==> src/hw/rtl/tbg_pkg.sv <==
// Shared types, widths and saturation helpers for the tetrahedron basis gradient core.
// No dependencies; every other RTL file imports this package.
package tbg_pkg;

    localparam int CW     = 24;          // coordinate width, Q8.16
    localparam int CFRAC  = 16;
    localparam int EW     = CW + 1;      // edge vector component
    localparam int PW     = 2 * EW;      // cross product term
    localparam int XW     = PW + 1;      // cofactor of corners 1..3
    localparam int GW     = XW + 2;      // cofactor incl. corner 0
    localparam int DETW   = 78;          // determinant
    localparam int LOW    = 26;          // low split of the cofactor in the det multiply
    localparam int GRAD_W = 32;
    localparam int GFRAC  = 16;
    localparam int VOL_W  = 48;
    localparam int VFRAC  = 24;
    localparam int NW     = 86;          // divider numerator
    localparam int DW     = DETW + 1;    // divider denominator
    localparam int QW     = VOL_W;       // divider quotient register
    localparam int GQ     = GRAD_W;      // quotient bits for a gradient
    localparam int GSH    = CFRAC + GFRAC + 1;
    localparam int VSH    = 3 * CFRAC + 2 - VFRAC;
    localparam int IN_W   = 12 * CW;
    localparam int OUT_W  = 3 * GRAD_W + VOL_W;
    localparam int USER_W = 3;
    localparam logic [1:0] LAST_CORNER = 2'd3;
    localparam logic [1:0] LAST_AXIS   = 2'd2;

    typedef struct packed {
        logic [3:0][2:0][GW-1:0] g;
        logic [DETW-1:0]         det;
    } t_job;

    typedef struct packed {
        logic [NW-1:0] n;
        logic [DW-1:0] d;
        logic          wide;   // 48 quotient bits (volume), else 32
    } t_div_req;

    typedef struct packed {
        logic          done;
        logic          ovf;
        logic [QW-1:0] q;
    } t_div_res;

    function automatic int nxt3(input int i);
        return (i == 2) ? 0 : i + 1;
    endfunction

    function automatic logic [GRAD_W-1:0] sat_grad(input logic neg, input logic ovf,
                                                   input logic [QW-1:0] q);
        logic [GRAD_W-1:0] m;
        logic [GRAD_W-1:0] lim;
        m   = q[GRAD_W-1:0];
        lim = {1'b1, {(GRAD_W-1){1'b0}}};
        if (neg) begin
            return (ovf || m > lim) ? lim : GRAD_W'(-m);
        end
        return (ovf || m[GRAD_W-1]) ? ~lim : m;
    endfunction

    function automatic logic [VOL_W-1:0] sat_vol(input logic neg, input logic ovf,
                                                 input logic [QW-1:0] q);
        logic [VOL_W-1:0] m;
        logic [VOL_W-1:0] lim;
        m   = q[VOL_W-1:0];
        lim = {1'b1, {(VOL_W-1){1'b0}}};
        if (neg) begin
            return (ovf || m > lim) ? lim : VOL_W'(-m);
        end
        return (ovf || m[VOL_W-1]) ? ~lim : m;
    endfunction

endpackage

==> src/hw/rtl/tbg_queue.sv <==
// Two-entry job queue between the front pipeline and the divide sequencer.
// Depends on tbg_pkg for the job type.
module tbg_queue
    import tbg_pkg::*;
(
    input  logic i_clk,
    input  logic i_rst_n,
    input  logic i_valid,
    output logic o_ready,
    input  t_job i_job,
    output logic o_valid,
    input  logic i_ready,
    output t_job o_job
);

    t_job       r_mem [2];
    logic       r_wp;
    logic       r_rp;
    logic [1:0] r_cnt;
    logic       push;
    logic       pop;

    assign o_ready = (r_cnt != 2'd2);
    assign o_valid = (r_cnt != 2'd0);
    assign o_job   = r_mem[r_rp];
    assign push    = i_valid && o_ready;
    assign pop     = o_valid && i_ready;

    always_ff @(posedge i_clk) begin
        if (!i_rst_n) begin
            r_wp  <= 1'b0;
            r_rp  <= 1'b0;
            r_cnt <= 2'd0;
        end else begin
            if (push) begin
                r_wp <= !r_wp;
            end
            if (pop) begin
                r_rp <= !r_rp;
            end
            r_cnt <= r_cnt + 2'(push) - 2'(pop);
        end
    end

    always_ff @(posedge i_clk) begin
        if (push) begin
            r_mem[r_wp] <= i_job;
        end
    end

endmodule

==> config.mk <==
export PLATFORM = sky130hd
export DESIGN_NAME = tbg_queue
export DESIGN_NICKNAME = d
export VERILOG_FILES = /design/src/hw/rtl/tbg_pkg.sv /design/src/hw/rtl/tbg_queue.sv
export SDC_FILE = /design/constraint.sdc
export NUM_CORES = 1
export LEC_CHECK = 0
export ABC_AREA = 1
export BUFFER_PORTS_ARGS = -buffer_cell sky130_fd_sc_hd__buf_2
export CORE_AREA = 4 4 554 556
export DETAILED_ROUTE_END_ITERATION = 16
export DIE_AREA = 0 0 558 560
export PLACE_DENSITY_LB_ADDON = 0.3
export SETUP_SLACK_MARGIN = 0.15
export SLEW_MARGIN = 10
export SYNTH_ARGS = -nofsm -noshare
export SYNTH_HDL_FRONTEND = slang
export SYNTH_SLANG_ARGS = --single-unit
==> constraint.sdc <==
create_clock -name i_clk -period 31.5 [get_ports i_clk]
set_input_delay 0 -clock i_clk [delete_from_list [all_inputs] [get_ports i_clk]]
set_output_delay 0 -clock i_clk [all_outputs]
set_load 0.02 [all_outputs]
==> out/results.md, run 1 <==
• **Switching Fraction** 32.3%
• **Peak supply drop** 63.5 µV
• **flip-flop and latch count after synthesis** 1,433
• **Clk Tree Root Cell** clkbuf_16
• **class of the tightest hold or removal check** input port to flip-flop
• **number of max-slew violations in the final report** 0
• **Core Rows** 202
• **unique cell type count in the Yosys netlist** 13
• **highest achievable clock rate** 188 MHz
• **Net Sw Power** 0.00197 W
• **number of resized instances in the post-cts repair step** 0
• **clock tree from TritonCTS** built
• **Post-CTS Repair Setup Buffers** 0
• **number of buffer and inverter stages on the critical path** 6
• **area of the placeable core** 302,000 µm²
• **Syn. warnings** 0
• **antenna violations before repair** 163
• **kind of cell adding the most delay to the critical path** buffers and inverters
• **layout cell share with drive strength beyond 1** 45.8%
• **longest individual stage delay on the worst path** 0.87 ns
• **Final Hold Vio Count** 0
• **CP max stage cell** buf_4
• **fraction of the cycle the final worst path needs** 16.8%
• **detailed-route wire length per cell** 23.2 µm
• **Syn Inst Count** 2,257
• **relative contribution of combinational cells to total power** 28.2%
• **kind of end point of the critical path** flip-flop
• **data arrival at the endpoint of the critical path** 5.70 ns
• **path type of the worst setup path** flip-flop to flip-flop
• **RSZ-0062 raised after global routing** false
• **routability cong.** 0.856
• **number of I/O port buffers** 1,433
• **number of fill cells** 30.9k
• **Final ANT Viol Nets** 0
• **pin count of the biggest net entering global routing** 139
• **CTS H-Tree Depth** 4
• **register share of total power** 40.5%
• **vertical die dimension** 560 µm
• **I/O pin count** 1,434
• **routed vias** 34.0k
• **hold buffer count at cts** 1,335
• **Int Pwr** 0.00414 W
• **syn_nets** 2,976
• **Worst Tran Pin Value** 1.09 ns
• **clock-pin transition on the worst setup and hold timing paths** 0.07 ns
• **insertion delay of the later-clocked pin in the worst-skew pair** 0.83 ns
• **per-cell via count in the routed design** 3.64
• **die outline area** 312,000 µm²
• **CP max FO** 67
• **Critical Path Start Type** flip-flop
• **DP Wirelength** 165,000 µm
• **Setup TNS** 0 ns
• **number of DRC markers after the initial detailed-route iteration** 2,032
• **number of max-cap violations** 0
• **Design Power** 0.00612 W
• **Routed WL** 217,000 µm
• **Remaining DRCs** 0
• **part of the total power dissipated in the clock network** 31.3%
• **Slew headroom** 27.4%
• **final critical-path required period** 5.31 ns
• **total setup violations reported at the end of the flow** 0
• **Pwr Density** 74.1 nW/µm²
• **via count of the first global-routing pass** 35.6k
• **Initial DRT Pass Iterations** 7
• **layout net count** 5,879
• **non-filler cells in the finished layout** 9,331
• **overall die width** 558 µm
• **first-pass GRT wire length** 289,000 µm
• **run status** completed
• **cell-by-cell trace of the critical path** inv_1 -> nand2_1 -> nand2_1 -> nor2_4 -> buf_4 -> buf_4 -> buf_4 -> buf_4 -> buf_4
• **CTS Buf Count** 173
• **initial cell density of the core** 17.1%
• **cell total after placement** 7,627
• **synthesized area per cell** 22.9 µm²
• **number of sinks handled by clock tree synthesis** 1,433
• **grt ovf** 0
• **Worst path most repeated cell** buf_4
• **layout overhead on the synthesized area** 59.7%
• **proportion of synthesized chip area in sequential cells** 83.1%
• **data required time at the worst endpoint** 31.90 ns
• **leakage power figure** 30.1 nW
• **deepest clock path buffer count** 4
• **total global routing track utilization** 13.1%
• **worst clock skew** 0.0342 ns
• **summed instance area of the synthesized netlist** 51,700 µm²
cell type report:
class,count,area (µm²),area share (%)
multi-input cells,738,8160,9.88
repair buffers,2807,20900,25.3
inverters,7,26.3,0.0318
clock inverters,106,957,1.16
diodes,57,143,0.173
well taps,3978,4980,6.03
clock buffers,205,4470,5.41
flip-flops and latches,1433,43000,52.0
worst register-to-register path, cell delays in order, from the launching register on:
cell and delay [ns]:
dfxtp_1 0.35, inv_1 0.05, nand2_1 0.08, nand2_1 0.21
nor2_4 0.41, buf_4 0.55, buf_4 0.65, buf_4 0.74
buf_4 0.94, buf_4 0.88
cells in the mapped netlist:
| library cell | n | area (µm²) |
|---|---|---|
| buf_4 | 41 | 308 |
| a21oi_1 | 1 | 5.00 |
| edfxtp_1 | 1428 | 42900 |
| dfxtp_1 | 5 | 100 |
| buf_6 | 11 | 124 |
| inv_1 | 7 | 26.3 |
| xnor2_1 | 1 | 8.76 |
| buf_2 | 27 | 135 |
| nand3_1 | 1 | 5.00 |
| nand2_1 | 11 | 41.3 |
| nor2_1 | 9 | 33.8 |
| mux2_2 | 714 | 8040 |
| ha_1 | 1 | 12.5 |
registers in the layout (all words and copies together), names as in the netlist, named ones only:
register and count:
r_cnt 2, r_mem 1428, r_rp 1, r_wp 1
placed cells by master, fill, tap and decap left out, types with 11 or more instances in the layout:
cell           instances
buf_2               1433
buf_4                 36
clkbuf_1              31
clkbuf_16            174
clkinv_1              44
clkinv_2              25
diode_2               57
dlygate4sd3_1       1335
edfxtp_1            1428
mux2_2               714
nand2_1               11
stage by stage:
stage | setup WS (ns) | utilization, % | hold slack (ns) | area (µm²)
6_report | 26.19 | 27.3 | 0.0526 | 82600
3_3_place_gp | 26.08 | 21.1 | 0.187 | 63600
4_1_cts | 26.05 | 27.3 | 0.00188 | 82400
5_1_grt | 25.84 | 27.3 | 0.00773 | 82500
2_1_floorplan | 11.54 | - | 0.0935 | 51700
3_5_place_dp | 26.09 | 21.1 | 0.191 | 63600
layer usage:
metal	vias to the layer above	global-route usage, %	routed length (µm)
met5	-	0	346
met4	54	3.31	5660
met3	380	4.45	19500
met2	1470	22.4	104000
met1	17100	15.8	87300
li1	15000	-	-
cells by family after synthesis:
kind of cell | synth area share, %
multiplexers | 15.5
buffers and inverters | 1.15
flip-flops | 83.1
AO/OA/AOI/OAI | 0.00967
AND/OR/NAND/NOR | 0.155
XOR/XNOR | 0.0169
adder cells (fa/ha/maj) | 0.0242
final timing paths:
| kind | startpoint | end | slack, ns | cells past startpoint |
|---|---|---|---|---|
| max | r_cnt[0]$_SDFF_PN0_ | r_mem[1][55]$_DFFE_PP_ | 26.19 | 9 |
| min | i_job[373] | r_mem[0][373]$_DFFE_PP_ | 0.05 | 2 |
| max reg2reg | r_cnt[0]$_SDFF_PN0_ | r_mem[1][55]$_DFFE_PP_ | 26.19 | 9 |
| min reg2reg | r_rp$_SDFFE_PN0P_ | r_rp$_SDFFE_PN0P_ | 0.53 | 2 |
power groups by stage:
stage	Clock, W	Sequential [W]	Combinational (W)
2_1_floorplan	0	0.00270	0.000945
3_3_place_gp	0	0.00251	0.00161
3_5_place_dp	0	0.00252	0.00161
4_1_cts	0.00200	0.00248	0.00177
5_1_grt	0.00207	0.00250	0.00182
6_report	0.00192	0.00248	0.00172
Power figures use the tool's default switching activity.
==> inputs of run 2 (changes only) <==
CORE_AREA = 4 4 553 555   (was 4 4 554 556)
DIE_AREA = 0 0 557 559   (was 0 0 558 560)
clock period = 5.3 ns   (was 31.5 ns; I/O delays follow)
==> run 2 against run 1 <==
Sequential power grew to 5.9 times the previous value. Wire length shrank 2.3%. Critical endpoint is now o_job[444]. Clock skew grew 0.029 ns.
==> out/results.md, run 2 (synthesis gave the netlist of run 1 again) <==
• **run status** completed
• **I/O pin count** 1,434
• **CP max stage cell** buf_4
• **per-cell via count in the routed design** 3.64
• **worst clock skew** 0.0630 ns
• **Remaining DRCs** 0
• **number of cells on the worst reg-to-reg path** 6
• **number of DRC markers after the initial detailed-route iteration** 1,919
• **layout cell share with drive strength beyond 1** 46.0%
• **longest individual stage delay on the worst path** 0.75 ns
• **worst reg2reg setup slack** 2.80 ns
• **hold_ws** 0.0732 ns
• **kind of end point of the critical path** output port
• **number of sinks handled by clock tree synthesis** 1,433
• **cell-by-cell trace of the critical path** buf_12 -> buf_4 -> mux2_2 -> buf_2
• **routability cong.** 0.867
• **Worst Tran Pin Value** 1.02 ns
• **Clk Tree Root Cell** clkbuf_16
• **grt ovf** 0
• **RSZ-0062 raised after global routing** false
• **Pwr Density** 437 nW/µm²
• **routed vias** 33.9k
• **Biggest register** r_mem
• **most frequent cells in the layout** 1,433 x buf_2, 1,428 x edfxtp_1, 1,319 x dlygate4sd3_1
• **first-pass GRT wire length** 285,000 µm
• **data required time at the worst endpoint** 5.30 ns
• **final standard cell area without fillers** 82,600 µm²
• **highest achievable clock rate** 311 MHz
• **number of fill cells** 30.7k
• **overall die width** 557 µm
• **clock tree from TritonCTS** built
• **Critical Path Start Type** flip-flop
• **Slew headroom** 32.1%
• **total setup violations reported at the end of the flow** 0
• **pin count of the biggest net entering global routing** 159
• **end-of-flow core utilization** 27.4%
• **Final ANT Viol Nets** 0
• **path type of the worst setup path** flip-flop to output port
• **hold buffer count at cts** 1,319
• **area of the placeable core** 302,000 µm²
• **class of the tightest hold or removal check** input port to flip-flop
• **via count of the first global-routing pass** 35.6k
• **data arrival at the endpoint of the critical path** 3.22 ns
• **layout overhead on the synthesized area** 59.7%
• **Peak supply drop** 288 µV
• **insertion delay of the later-clocked pin in the worst-skew pair** 0.83 ns
• **most frequent standard cell in the layout excluding fill and tap cells** buf_2
• **DP Wirelength** 161,000 µm
• **CTS Buf Count** 171
• **Setup TNS** 0 ns
• **hold endpoint** r_mem[0][388]$_DFFE_PP_
• **final critical-path required period** 3.22 ns
• **Routed WL** 212,000 µm
• **multi-input combinational cell area** 8180 µm²
• **largest registers** r_mem (1428), r_cnt (2)
• **vertical die dimension** 559 µm
• **antenna violations before repair** 184
• **Initial DRT Pass Iterations** 4
• **Post-CTS Repair Setup Buffers** 0
• **Reg area** 43,000 µm²
• **kind of cell adding the most delay to the critical path** buffers and inverters
• **Core Rows** 202
• **detailed-route wire length per cell** 22.7 µm
• **worst reg2reg startpoint** r_cnt[0]$_SDFF_PN0_
• **Min-Delay Path Depth** 2
• **number of buffer and inverter stages on the critical path** 3
• **number of I/O port buffers** 1,433
• **total global routing track utilization** 12.9%
• **instance area after placement** 63,900 µm²
• **number of flip-flops in the largest register** 1,428
• **startpoint of the worst hold path** i_job[388]
• **number of resized instances in the post-cts repair step** 0
• **Final Hold Vio Count** 0
• **number of max-slew violations in the final report** 0
• **fraction of the cycle the final worst path needs** 60.7%
• **CP max FO** 64
• **layout net count** 5,862
• **clock-pin transition on the worst setup and hold timing paths** 0.05 ns
• **CTS H-Tree Depth** 4
• **leakage power figure** 30.1 nW
• **number of max-cap violations** 0
• **initial cell density of the core** 17.2%
• **die outline area** 311,000 µm²
• **deepest clock path buffer count** 4
• **capture point of the worst reg-to-reg path** r_mem[1][52]$_DFFE_PP_
run 2: changes by cell type in the layout (fill, tap and decap cells not counted), moves of 3 or more:
cell,previous run,this run
clkinv_1,44,31
buf_12,2,19
clkbuf_1,31,41
dlygate4sd3_1,1335,1319
diode_2,57,62
buf_4,36,21
clkinv_2,25,28
run 2: power by group:
group | total [W] | internal (W) | switching, W | leakage [nW]
Sequential | 0.0147 | 0.0144 | 0.000362 | 13.4
Clock | 0.0112 | 0.00653 | 0.00472 | 2.60
Combinational | 0.0102 | 0.00380 | 0.00636 | 14.1
run 2: through the flow:
| stage | power, W | worst slack [ns] | cells |
|---|---|---|---|
| final | 0.0361 | 2.08 | 9317 |
| after global routing | 0.0378 | 1.87 | 9280 |
| after CTS | 0.0369 | 1.89 | 9255 |
| after detailed placement | 0.0245 | 2.65 | 7629 |
| after global placement | 0.0244 | 2.71 | 7629 |
| after floorplan | 0.0211 | -6.25 | 2257 |
run 2: worst max-delay path by stage:
stage | to | cells after the start
final | o_job[444] | 4
after global routing | o_job[525] | 4
after CTS | o_job[444] | 4
after detailed placement | r_mem[1][547]$_DFFE_PP_ | 6
after global placement | r_mem[1][549]$_DFFE_PP_ | 6
after floorplan | r_mem[1][0]$_DFFE_PP_ | 4
run 2: routing by layer:
layer	routed length, µm	up-vias	share of wire, %	GRT usage (%)
li1	-	15000	-	-
met2	99900	1471	47	21.7
met4	5110	80	2.4	2.93
met3	20200	392	9.5	4.81
met1	86000	17000	41	15.7
met5	498	-	0.24	0
run 2: layout make-up:
cell class / count / area share (%)
sequential: 1433 / 52.0
clock buffer: 216 / 5.49
antenna: 62 / 0.188
clock inverter: 91 / 1.00
timing repair buffer: 2792 / 25.3
tap: 3978 / 6.03
multi-input combinational: 738 / 9.90
inverter: 7 / 0.0318
==> inputs of run 3 (changes only) <==
CORE_AREA = 4 4 554 556   (was 4 4 553 555)
DIE_AREA = 0 0 558 560   (was 0 0 557 559)
clock period = 2.9 ns   (was 5.3 ns; I/O delays follow)
==> run 3 against run 2 <==
First-iteration DRC count rose by 19%. Final area up 1.6%. Sequential power grew 84%. Wire length grew 9.2%. Clock power rose by 91%.
==> out/results.md, run 3 (synthesis gave the netlist of run 1 again) <==
• **CTS H-Tree Depth** 4
• **insertion delay of the later-clocked pin in the worst-skew pair** 0.84 ns
• **Biggest register** r_mem
• **hold endpoint** r_mem[0][433]$_DFFE_PP_
• **detailed-route wire length per cell** 24.5 µm
• **number of cells on the worst reg-to-reg path** 7
• **leakage power figure** 30.7 nW
• **worst reg2reg startpoint** r_cnt[1]$_SDFF_PN0_
• **Clk Tree Root Cell** clkbuf_16
• **number of fill cells** 30.7k
• **capture point of the worst reg-to-reg path** r_cnt[0]$_SDFF_PN0_
• **instance area after placement** 64,500 µm²
• **die outline area** 312,000 µm²
• **CP max FO** 81
• **startpoint of the worst hold path** i_job[433]
• **Final Hold Vio Count** 0
• **run status** completed
• **Core Rows** 202
• **clock-pin transition on the worst setup and hold timing paths** 0.06 ns
• **end-of-flow core utilization** 27.8%
• **hold_ws** 0.0456 ns
• **largest registers** r_mem (1428), r_cnt (2)
• **highest achievable clock rate** 387 MHz
• **Routed WL** 231,000 µm
• **number of max-slew violations in the final report** 0
• **fraction of the cycle the final worst path needs** 89.0%
• **path type of the worst setup path** flip-flop to output port
• **Int Pwr** 0.0460 W
• **number of DRC markers after the initial detailed-route iteration** 2,280
• **Final ANT Viol Nets** 0
• **data required time at the worst endpoint** 2.90 ns
• **layout net count** 5,954
• **multi-input combinational cell area** 8180 µm²
• **Switching Fraction** 32.4%
• **routed vias** 34.5k
• **total setup violations reported at the end of the flow** 0
• **final critical-path required period** 2.58 ns
• **area of the placeable core** 302,000 µm²
• **most frequent standard cell in the layout excluding fill and tap cells** buf_2
• **via count of the first global-routing pass** 36.1k
• **data arrival at the endpoint of the critical path** 2.58 ns
• **clock tree from TritonCTS** built
• **Pwr Density** 812 nW/µm²
• **routability cong.** 0.843
• **grt ovf** 0
• **number of sinks handled by clock tree synthesis** 1,433
• **vertical die dimension** 560 µm
• **worst reg2reg setup slack** 0.95 ns
• **first-pass GRT wire length** 306,000 µm
• **worst clock skew** 0.0483 ns
• **final standard cell area without fillers** 83,900 µm²
• **overall die width** 558 µm
• **number of max-cap violations** 0
• **antenna violations before repair** 197
• **layout cell share with drive strength beyond 1** 46.2%
• **Min-Delay Path Depth** 2
• **kind of end point of the critical path** output port
• **per-cell via count in the routed design** 3.67
• **CTS Buf Count** 172
• **Remaining DRCs** 0
• **Critical Path Start Type** flip-flop
• **I/O pin count** 1,434
• **layout overhead on the synthesized area** 62.3%
• **Post-CTS Repair Setup Buffers** 0
• **most frequent cells in the layout** 1,433 x buf_2, 1,428 x edfxtp_1, 1,368 x dlygate4sd3_1
• **deepest clock path buffer count** 4
• **Initial DRT Pass Iterations** 5
• **part of the total power dissipated in the clock network** 31.4%
• **total global routing track utilization** 14.1%
• **RSZ-0062 raised after global routing** false
• **relative contribution of combinational cells to total power** 29.1%
• **initial cell density of the core** 17.1%
• **Net Sw Power** 0.0221 W
• **Worst Tran Pin Value** 0.709 ns
• **class of the tightest hold or removal check** input port to flip-flop
• **Slew headroom** 52.7%
• **register share of total power** 39.6%
• **pin count of the biggest net entering global routing** 98
• **number of flip-flops in the largest register** 1,428
• **Setup TNS** 0 ns
• **Peak supply drop** 571 µV
• **Reg area** 43,000 µm²
• **DP Wirelength** 181,000 µm
• **number of I/O port buffers** 1,433
## run 3: cell count changes in the layout (fill, tap and decap cells not counted), sizes merged
cell and delta:
buf +42, bufinv +6, clkbuf -8, clkinv -9, clkinvlp +6, diode +8, dlygate4sd3 +49, inv +2
## run 3: repair_timing
item                                     CTS  global route
endpoints found under the hold margin   1653             0
resized for setup                          0             2
endpoints found under the setup margin     0            33
hold buffers                            1368             0
## run 3: worst max path at each step
stage	from	endpoint	slack [ns]	depth (start not counted)
after floorplan	r_cnt[0]$_SDFF_PN0_	r_mem[1][0]$_DFFE_PP_	-8.65	4
after global placement	r_cnt[0]$_SDFF_PN0_	r_mem[0][14]$_DFFE_PP_	0.92	7
after detailed placement	r_cnt[0]$_SDFF_PN0_	r_mem[0][14]$_DFFE_PP_	0.92	7
after CTS	flip-flop	o_job[291]	0.15	5
after global routing	flip-flop	o_job[476]	0.17	4
final	flip-flop	o_job[518]	0.32	4
## run 3: metrics by stage
step	setup slack [ns]	total power [W]	std cells
2_1_floorplan	-8.65	0.0365	2257
3_3_place_gp	0.917	0.0459	7671
3_5_place_dp	0.924	0.0460	7671
4_1_cts	0.151	0.0695	9343
5_1_grt	0.165	0.0711	9381
6_report	0.319	0.0681	9413
## run 3: final cells by class
| type | count | area share, % |
|---|---|---|
| Sequential cell | 1433 | 51.2 |
| Inverter | 7 | 0.0313 |
| Timing Repair Buffer | 2883 | 26.2 |
| Antenna cell | 70 | 0.209 |
| Clock buffer | 208 | 5.31 |
| Clock inverter | 96 | 1.32 |
| Multi-Input combinational cell | 738 | 9.74 |
| Tap cell | 3978 | 5.93 |
## run 3: critical path, stage by stage (launching register included)
cell	delay, ns
dfxtp_4	0.43
buf_12	0.19
buf_12	0.34
mux2_2	0.44
buf_2	0.18
## run 3: metal layers
metal  vias to the layer above  GRT usage [%]  share of wire, %  routed length [µm]
met1                     17300           17.0                40               91900
met5                         -              0              0.18                 415
li1                      15100              -                 -                   -
met4                        64           3.49               2.9                6590
met3                       407           4.90               9.5               22000
met2                      1597           23.9                48              110000
## run 3: power groups by stage
stage	Combinational, W	Clock, W	Sequential, W
final	0.0198	0.0214	0.0270
after global routing	0.0209	0.0230	0.0271
after CTS	0.0204	0.0222	0.0269
after detailed placement	0.0186	0	0.0274
after global placement	0.0186	0	0.0273
after floorplan	0.00921	0	0.0273
